==> config.mk <==
export PLATFORM = sky130hd
export DESIGN_NAME = page_table_lru_translate
export DESIGN_NICKNAME = d
export VERILOG_FILES = /design/src/hdl/ptlru_pkg.sv /design/src/hdl/ptlru_ram.sv /design/src/hdl/ptlru_front.sv /design/src/hdl/ptlru_back.sv /design/src/hdl/page_table_lru_translate.sv
export SDC_FILE = /design/constraint.sdc
export NUM_CORES = 2
export LEC_CHECK = 0
export ABC_CLOCK_PERIOD_IN_PS = 7000
export CAP_MARGIN = 20
export CORE_AREA = 2 2 474 429
export CTS_CLUSTER_DIAMETER = 30
export DETAILED_ROUTE_END_ITERATION = 6
export DIE_AREA = 0 0 476 431
export DONT_BUFFER_PORTS = 1
export PLACE_DENSITY = 0.71
export SLEW_MARGIN = 10
export SYNTH_ARGS = -nofsm -noshare
export SYNTH_HDL_FRONTEND = slang
export SYNTH_SLANG_ARGS = --single-unit
==> constraint.sdc <==
create_clock -name i_clk -period 7 [get_ports i_clk]
set_input_delay 1.4 -clock i_clk [delete_from_list [all_inputs] [get_ports i_clk]]
set_output_delay 1.4 -clock i_clk [all_outputs]
set_load 0.1 [all_outputs]
==> src/hdl/ptlru_pkg.sv <==
// Package: shared types, constants and codes for the LRU page table translator.
`default_nettype none
package ptlru_pkg;
    localparam int VIRTUAL_PAGES   = 64;
    localparam int PHYS_FRAMES     = 32;
    localparam int MAX_OFFSET_BITS = 12;

    localparam int VPN_W   = 6;
    localparam int OFF_W   = 12;
    localparam int STAMP_W = 31;
    localparam int FRAME_W = 5;
    localparam int FCNT_W  = 6;
    localparam int PA_W    = 17;
    localparam int CFG_W   = 7;
    localparam int CFG_IDX_W = 2;

    localparam logic [CFG_IDX_W-1:0] CFG_VPC = 2'd0;
    localparam logic [CFG_IDX_W-1:0] CFG_PFC = 2'd1;
    localparam logic [CFG_IDX_W-1:0] CFG_OBC = 2'd2;

    typedef struct packed {
        logic [VPN_W-1:0]   virtual_page;
        logic [OFF_W-1:0]   byte_offset;
        logic [STAMP_W-1:0] time_stamp;
        logic               is_store;
    } t_in;

    typedef struct packed {
        logic [PA_W-1:0]    phys_addr;
        logic               page_fault;
        logic               replaced;
        logic [VPN_W-1:0]   victim_page;
        logic [FRAME_W-1:0] victim_frame;
        logic               victim_dirty;
        logic [FCNT_W-1:0]  frames_in_use;
        logic               bad_page;
    } t_out;

    // classified request handed from front to back
    typedef struct packed {
        t_in  req;
        logic bad;
    } t_cmd;

    typedef enum logic [2:0] {
        ST_IDLE, ST_LOOK, ST_SCAN, ST_EVICT, ST_WRITE, ST_EMIT
    } t_state;
endpackage
`default_nettype wire

==> src/hdl/ptlru_ram.sv <==
// Generic single-port-write, one-read RAM with registered read data.
`default_nettype none
module ptlru_ram #(
    parameter int WIDTH = 8,
    parameter int DEPTH = 64
) (
    input  wire logic                     i_clk,
    input  wire logic                     i_we,
    input  wire logic [$clog2(DEPTH)-1:0] i_waddr,
    input  wire logic [WIDTH-1:0]         i_wdata,
    input  wire logic [$clog2(DEPTH)-1:0] i_raddr,
    output logic      [WIDTH-1:0]         o_rdata
);
    logic [WIDTH-1:0] r_mem [DEPTH];
    always_ff @(posedge i_clk) begin
        if (i_we) r_mem[i_waddr] <= i_wdata;
        o_rdata <= r_mem[i_raddr];
    end
endmodule
`default_nettype wire

==> src/hdl/ptlru_front.sv <==
// Front end: takes requests, checks the page bound, queues commands.
`default_nettype none
module ptlru_front #(
    parameter int VPAGES = ptlru_pkg::VIRTUAL_PAGES
) (
    input  wire logic              i_clk,
    input  wire logic              i_rst_n,
    input  wire logic              i_valid,
    output logic                   o_stall,
    input  wire ptlru_pkg::t_in    i_data,
    input  wire logic [ptlru_pkg::CFG_W-1:0] i_vpc,
    output logic                   o_cmd_valid,
    output ptlru_pkg::t_cmd        o_cmd,
    input  wire logic              i_cmd_pop
);
    import ptlru_pkg::*;
    localparam int VPW = $clog2(VPAGES + 1);
    localparam int QD = 2;

    t_cmd       r_q [QD];
    logic       r_wp, r_rp;
    logic [1:0] r_cnt;
    logic       push;
    logic [VPW-1:0] lim;
    t_cmd       c;

    always_comb begin
        lim = (32'(i_vpc) > VPAGES) ? VPW'(VPAGES) : VPW'(i_vpc);
        c.req = i_data;
        c.bad = (32'(i_data.virtual_page) >= 32'(lim));
    end

    assign o_stall     = (r_cnt == 2'(QD));
    assign push        = i_valid && !o_stall;
    assign o_cmd_valid = (r_cnt != 2'd0);
    assign o_cmd       = r_q[r_rp];

    always_ff @(posedge i_clk) begin
        if (push) r_q[r_wp] <= c;
        if (!i_rst_n) begin
            r_wp <= 1'b0; r_rp <= 1'b0; r_cnt <= 2'd0;
        end else begin
            if (push) r_wp <= ~r_wp;
            if (i_cmd_pop) r_rp <= ~r_rp;
            r_cnt <= r_cnt + 2'(push) - 2'(i_cmd_pop);
        end
    end
endmodule
`default_nettype wire

==> src/hdl/ptlru_back.sv <==
// Back end: table lookup, LRU scan, update and result register.
`default_nettype none
module ptlru_back #(
    parameter int VPAGES = ptlru_pkg::VIRTUAL_PAGES,
    parameter int PFRAMES = ptlru_pkg::PHYS_FRAMES,
    parameter int MAXOFF = ptlru_pkg::MAX_OFFSET_BITS
) (
    input  wire logic              i_clk,
    input  wire logic              i_rst_n,
    input  wire logic              i_cmd_valid,
    input  wire ptlru_pkg::t_cmd   i_cmd,
    output logic                   o_cmd_pop,
    input  wire logic [5:0]        i_pfc,
    input  wire logic [3:0]        i_obc,
    output logic                   o_valid,
    input  wire logic              i_stall,
    output ptlru_pkg::t_out        o_data
);
    import ptlru_pkg::*;
    localparam int AW = $clog2(VPAGES);
    localparam int SW = AW + 1;
    localparam int EW = FRAME_W + STAMP_W; // frame, stamp

    t_state r_state, n_state;
    t_cmd   r_cmd;
    logic [VPAGES-1:0] r_valid, r_dirty;
    logic [FCNT_W-1:0] r_used;
    logic [AW:0]       r_scan;          // scan address issued
    logic              r_scan_v;        // read data in flight
    logic [AW-1:0]     r_scan_a;
    logic              r_found;
    logic [AW-1:0]     r_best;
    logic [STAMP_W-1:0] r_best_ts;
    logic [FRAME_W-1:0] r_best_fr;
    logic [FRAME_W-1:0] r_frame;
    t_out  r_res, n_res;    // result being built
    t_out  r_out, n_out;    // result on the output
    logic  r_ov;

    logic          we;
    logic          emit;
    logic [AW-1:0] raddr;
    logic [EW-1:0] rdata;
    logic [FCNT_W-1:0] ppc;
    logic [3:0]    sh;
    logic [AW-1:0] p;

    assign p = AW'(r_cmd.req.virtual_page);
    assign ppc = (i_pfc > 6'(PFRAMES)) ? 6'(PFRAMES) : ((i_pfc == 6'd0) ? 6'd1 : i_pfc);
    assign sh  = (i_obc > 4'(MAXOFF)) ? 4'(MAXOFF) : i_obc;

    ptlru_ram #(.WIDTH(EW), .DEPTH(VPAGES)) u_tab (
        .i_clk(i_clk), .i_we(we), .i_waddr(p),
        .i_wdata({r_frame, r_cmd.req.time_stamp}),
        .i_raddr(raddr), .o_rdata(rdata)
    );

    always_comb begin
        n_state   = r_state;
        o_cmd_pop = 1'b0;
        we        = 1'b0;
        emit      = 1'b0;
        raddr     = p;
        n_res     = r_res;
        unique case (r_state)
            ST_IDLE: begin
                // read the waiting command's entry so a hit has its frame in LOOK
                raddr = AW'(i_cmd.req.virtual_page);
                if (i_cmd_valid) begin
                    o_cmd_pop = 1'b1;
                    n_state   = ST_LOOK;
                end
            end
            ST_LOOK: begin
                n_res = '0;
                n_res.bad_page = r_cmd.bad;
                n_res.page_fault = !r_cmd.bad && !r_valid[p];
                if (r_cmd.bad) n_state = ST_EMIT;
                else if (r_valid[p] || r_used < ppc) n_state = ST_WRITE;
                else n_state = ST_SCAN;
            end
            ST_SCAN: begin
                raddr = r_scan[AW-1:0];
                if (r_scan[AW] && !r_scan_v) n_state = ST_EVICT;
            end
            ST_EVICT: begin
                n_state = ST_WRITE;
                if (r_found) begin
                    n_res.replaced = 1'b1;
                    n_res.victim_page = VPN_W'(r_best);
                    n_res.victim_frame = r_best_fr;
                    n_res.victim_dirty = r_dirty[r_best];
                end
            end
            ST_WRITE: begin
                we = 1'b1;
                n_state = ST_EMIT;
            end
            // wait while the previous result is still held
            ST_EMIT: if (!r_ov || !i_stall) begin
                emit = 1'b1;
                n_state = ST_IDLE;
            end
            default: n_state = ST_IDLE;
        endcase
        n_out = r_res;
        n_out.phys_addr = r_cmd.bad ? '0
                        : PA_W'((32'(r_frame) << sh) | 32'(r_cmd.req.byte_offset));
        n_out.frames_in_use = r_used;
    end

    always_ff @(posedge i_clk) begin
        if (o_cmd_pop) r_cmd <= i_cmd;
        r_res <= n_res;
        if (emit) r_out <= n_out;
        case (r_state)
            ST_LOOK: begin
                r_scan <= '0; r_scan_v <= 1'b0; r_found <= 1'b0;
                if (!r_cmd.bad) begin
                    // hit: stored frame; miss: next unused frame
                    if (r_valid[p]) r_frame <= rdata[EW-1:STAMP_W];
                    else r_frame <= FRAME_W'(r_used);
                end
            end
            ST_SCAN: begin
                r_scan_v <= !r_scan[AW];
                r_scan_a <= r_scan[AW-1:0];
                if (!r_scan[AW]) r_scan <= r_scan + SW'(1);
                if (r_scan_v && r_valid[r_scan_a] &&
                    (!r_found || rdata[STAMP_W-1:0] < r_best_ts)) begin
                    r_found <= 1'b1; r_best <= r_scan_a;
                    r_best_ts <= rdata[STAMP_W-1:0];
                    r_best_fr <= rdata[EW-1:STAMP_W];
                end
            end
            ST_EVICT: if (r_found) r_frame <= r_best_fr;
            default: ;
        endcase

        if (!i_rst_n) begin
            r_state <= ST_IDLE; r_valid <= '0; r_dirty <= '0;
            r_used <= '0; r_ov <= 1'b0;
        end else begin
            r_state <= n_state;
            if (emit) r_ov <= 1'b1;
            else if (!i_stall) r_ov <= 1'b0;
            if (r_state == ST_EVICT && r_found) begin
                r_valid[r_best] <= 1'b0; r_dirty[r_best] <= 1'b0;
            end
            if (r_state == ST_WRITE) begin
                r_valid[p] <= 1'b1;
                if (r_res.page_fault) r_dirty[p] <= r_cmd.req.is_store;
                else if (r_cmd.req.is_store) r_dirty[p] <= 1'b1;
                if (r_res.page_fault && !r_res.replaced) r_used <= r_used + FCNT_W'(1);
            end
        end
    end

    assign o_valid = r_ov;
    assign o_data  = r_out;
endmodule
`default_nettype wire

==> src/hdl/page_table_lru_translate.sv <==
// Top level of the LRU page table translator.
// With the back end idle, a transfer in passes through pop with table read,
// lookup, table write and result load before it shows up in the result
// register. A hit or an allocation holds the back end through those steps,
// and it pops no new command until it has loaded the last result. A fault
// with every frame in use also scans the whole table through its single read
// port, between lookup and table write. A two-entry command queue lets
// requests arrive while the back end works; the result register holds one
// transfer while the consumer stalls, and the back end waits to load the next result until that one is taken.
`default_nettype none
module page_table_lru_translate #(
    parameter int VIRTUAL_PAGES   = ptlru_pkg::VIRTUAL_PAGES,
    parameter int PHYS_FRAMES     = ptlru_pkg::PHYS_FRAMES,
    parameter int MAX_OFFSET_BITS = ptlru_pkg::MAX_OFFSET_BITS
) (
    input  wire logic                                i_clk,
    input  wire logic                                i_rst_n,
    input  wire logic                                i_valid,
    output logic                                     o_stall,
    input  wire ptlru_pkg::t_in                      i_data,
    output logic                                     o_valid,
    input  wire logic                                i_stall,
    output ptlru_pkg::t_out                          o_data,
    input  wire logic                                i_cfg_we,
    input  wire logic [ptlru_pkg::CFG_IDX_W-1:0]     i_cfg_idx,
    input  wire logic [ptlru_pkg::CFG_W-1:0]         i_cfg_data
);
    import ptlru_pkg::*;
    logic [6:0] r_vpc;
    logic [5:0] r_pfc;
    logic [3:0] r_obc;
    logic cmd_valid, cmd_pop;
    t_cmd cmd;

    always_ff @(posedge i_clk) begin
        if (!i_rst_n) begin
            r_vpc <= 7'd64; r_pfc <= 6'd32; r_obc <= 4'd12;
        end else if (i_cfg_we) begin
            unique case (i_cfg_idx)
                CFG_VPC: r_vpc <= i_cfg_data;
                CFG_PFC: r_pfc <= i_cfg_data[5:0];
                CFG_OBC: r_obc <= i_cfg_data[3:0];
                default: ;
            endcase
        end
    end

    ptlru_front #(.VPAGES(VIRTUAL_PAGES)) u_front (
        .i_clk(i_clk), .i_rst_n(i_rst_n), .i_valid(i_valid), .o_stall(o_stall),
        .i_data(i_data), .i_vpc(r_vpc), .o_cmd_valid(cmd_valid), .o_cmd(cmd),
        .i_cmd_pop(cmd_pop)
    );

    ptlru_back #(.VPAGES(VIRTUAL_PAGES), .PFRAMES(PHYS_FRAMES),
                 .MAXOFF(MAX_OFFSET_BITS)) u_back (
        .i_clk(i_clk), .i_rst_n(i_rst_n), .i_cmd_valid(cmd_valid), .i_cmd(cmd),
        .o_cmd_pop(cmd_pop), .i_pfc(r_pfc), .i_obc(r_obc),
        .o_valid(o_valid), .i_stall(i_stall), .o_data(o_data)
    );
endmodule
`default_nettype wire

==> summary.txt <==
Layout
  • P&R area growth vs syn: 17.82%
  • Layout fillers: approximately 14000
  • Fin cells: 11350
  • Share of cells above drive strength 1: between 10% and 20%
  • Layout Nets: between 8000 and 9000

Setup path
  • Crit path launch: u_back.r_state[1]
  • Critical Setup Path Class: flip-flop to flip-flop
  • Crit-path max FO: 20
  • Critical path startpoint category: flip-flop
  • WP data arrival: approximately 5.4 ns
  • Worst path required time: 7.88 ns
  • RR Startpoint: u_back.r_state[1]
  • CP endpoint kind: flip-flop

Clocking
  • Setup bufs post-CTS: 0
  • Reg clk slew, reported paths: about 0.050 ns
  • CTS buffer count: 470
  • Post-cts gate resize count: 0
  • Hold-fix buffers, CTS: 0
  • CTS H-tree lvls: 5
  • CTS tree: done
  • Clock latency at the later pin of the worst-skew pair: 1.00 ns
  • Sink Count: between 2000 and 3000
  • Clock Tree Buf Depth: 4
  • CTS root buffer: clkbuf_16

STA
  • Relative slew margins: between 15 and 20%
  • RSZ-0062 raised after global routing: false
  • Final hold violation count: 0
  • Measured slew at the worst slew-check pin: between 1 and 1.5 ns
  • Setup skew after layout: ~0.07 ns
  • Post-route minimum period: approximately 4.5 ns
  • WHS: about 0.44 ns
  • Sum of negative setup slack: 0 ns
  • # setup viols final: 0
  • Fin crit share: ~65%
  • Final Max Tran Viols: 0
  • Peak Freq: 221.2 MHz

Synthesis
  • Largest family of logic cells by synthesized area: simple AND/OR/NAND/NOR gates
  • Synth warnings: 0
  • Mux contribution to synthesized area: around 2.6%
  • Cell count after synthesis: between 8000 and 9000
  • Mapped cell area: 109400 µm²
  • Post-Syn Nets: slightly above 8000
  • XOR/XNOR share of the synthesized area: less than 1%
  • Most common cell in the netlist: edfxtp_1
  • Top cells by area, synth: edfxtp_1, nand2_1, dfxtp_1, nand3_1, a32oi_1
  • Syn Area/Cell: 13.51 µm²
  • Most instantiated cells after synthesis: edfxtp_1, nand2_1, nand3_1
  • Synth cell types: between 70 and 80
  • Synth Register Bits: about 2800
  • Post-Synth Adder-Cell Area: less than 1%
  • Top_reg_cell synth: edfxtp_1
  • Asr flop ratio synth: 0%
  • Simple-Gate Fraction of Synth Area: roughly 15%
  • Post-synth EDFFs: between 2000 and 3000
  • Area fraction in compound gates after synthesis: 5.625%
  • Area leader, netlist: edfxtp_1
  • Post-synth top area share: a little over two thirds
  • Register area share after synthesis: 74.15%

Global routing
  • Vias in the first global route: between 70000 and 80000
  • Largest net degree at the start of global routing: roughly 170
  • First-pass GRT wire length: 476800 µm
  • Total overflow reported by the global router: 0
  • Gr usage total: between 30% and 40%
  • Initial antenna violation count: 14

Pwr
  • Total power divided by cell area: about 480 nW/µm²
  • Total chip power: 0.06208 W
  • P_int: 0.03988 W
  • Clock power frac: a little under two fifths
  • Maximum vdd ir drop: approximately 0.73 mV
  • Switching Power: about 0.022 W
  • Sequential power share: roughly a third
  • Combinational cell fraction of total power: between 20% and 30%
  • P_leak: 44.73 nW
  • Switching Share: between 30% and 40%

Floorplanning
  • Core area: ~200000 µm²
  • # rows: approximately 160
  • DIE HEIGHT: around 430 µm
  • Die width: roughly 480 µm
  • Die area: approximately 210000 µm²
  • IO Pins: approximately 100
  • Initial Util: between 50% and 60%

Status
  • Outcome: finished, final reports clean

Placement
  • GP Congestion: between 0.9 and 1
  • Placed insts: between 10000 and 15000
  • IO buf count: 0
  • DP HPWL: 173000 µm

Routing
  • DRC viols: 0
  • Drt pass-1 iters: 7
  • Iteration-0 DRC Markers: approximately 14000
  • Vias per std cell: ~6.5
  • WL/cell: 29.46 µm
  • Via count: about 74000
  • Antenna Nets Post-Route: 0
  • WL final: between 300000 and 400000 µm

Job
  • Max-Cap Viols: 0

Min path
  • HP Class: flip-flop to flip-flop
  • Hold Startpoint: u_back.n_out[7]
==> worst paths after layout <==
path         slack [ns]                       end  cells past startpoint
max                2.48  u_back.u_tab.o_rdata[32]                      9
min                0.44          u_back.o_data[7]                      0
max reg2reg        2.48  u_back.u_tab.o_rdata[32]                      9
min reg2reg        0.44          u_back.o_data[7]                      0
==> worst max-delay path: stages, from the launching register on <==
cell and delay [ns]:
dfxtp_1 0.64, buf_4 0.36, mux2_2 0.39, a31oi_1 0.90
nor2_4 0.38, buf_4 0.41, nand3_1 0.19, a211o_1 0.12
nand4_1 0.48, or3_1 0.55
==> flip-flops by register name, indices dropped and copies added, names as in the netlist, 7 cells and up, named ones only <==
| register | count |
|---|---|
| u_front.r_q | 102 |
| u_back.r_valid | 64 |
| r_vpc | 7 |
| u_back.r_scan | 7 |
| u_back.r_dirty | 64 |
| u_back.u_tab.r_mem | 2304 |
| u_back.o_data | 38 |
| u_back.n_out | 15 |
| u_back.r_best_ts | 31 |
| u_back.r_cmd | 45 |
| u_back.u_tab.o_rdata | 36 |
==> stage by stage <==
step / instance area (µm²) / utilization, % / worst slack (ns)
floorplan: 109400 / - / 1.290
finish: 128900 / 64.45 / 2.479
detailed placement: 112900 / 56.42 / 2.657
CTS: 128900 / 64.41 / 2.621
global route: 128900 / 64.45 / 2.431
global placement: 112800 / 56.38 / 2.684
==> cell families after synthesis <==
group	count (synthesis)
muxes	242
adders and majority gates	45
and+or+nand+nor	3636
xor gates and xnor gates	11
DFF	2768
buffers and inverters	564
AOI/OAI and AO/OA	836
==> power by group through the flow <==
stage / clock network (W) / logic (W) / registers, W
finish: 0.0230 / 0.0182 / 0.0209
floorplan: 0 / 0.0109 / 0.0217
global placement: 0 / 0.0172 / 0.0212
global route: 0.0238 / 0.0192 / 0.0210
detailed placement: 0 / 0.0175 / 0.0212
CTS: 0.0230 / 0.0177 / 0.0209
==> layout make-up <==
type / instances / area (µm²) / area share [%]
tap: 2686 / 3361 / 2.606
sequential: 2768 / 81160 / 62.94
antenna: 9 / 22.52 / 0.01747
multi-input combinational: 4770 / 26360 / 20.45
inverter: 47 / 176.4 / 0.1368
timing repair buffer: 203 / 1877 / 1.455
clock buffer: 555 / 12630 / 9.796
clock inverter: 311 / 3354 / 2.601
==> cells in the final DEF, fill, tap and decap left out, drive strengths merged, types with 21 or more instances in the layout <==
cell type	count
nor2	129
a32oi	188
o221ai	51
a21oi	57
nand4	135
clkinv	151
a31oi	215
mux4	27
and3	184
o2111ai	21
o21ai	74
mux2	60
edfxtp	2572
o21a	103
dfxtp	196
ha	45
and2	67
mux2i	155
a22oi	25
inv	91
nand2	2208
nor2b	58
nand3	745
buf	203
bufinv	55
clkbuf	555
clkinvlp	61
==> layer usage <==
metal  vias up  track usage [%]  share of wire (%)
met1     36450            44.89                 37
met2      5732            47.31                 44
met3       981            7.231                 13
li1      30630                -                  -
met5         -                0              0.015
met4         8            16.08                5.4
Note: power is estimated with default switching activity, not from simulation.
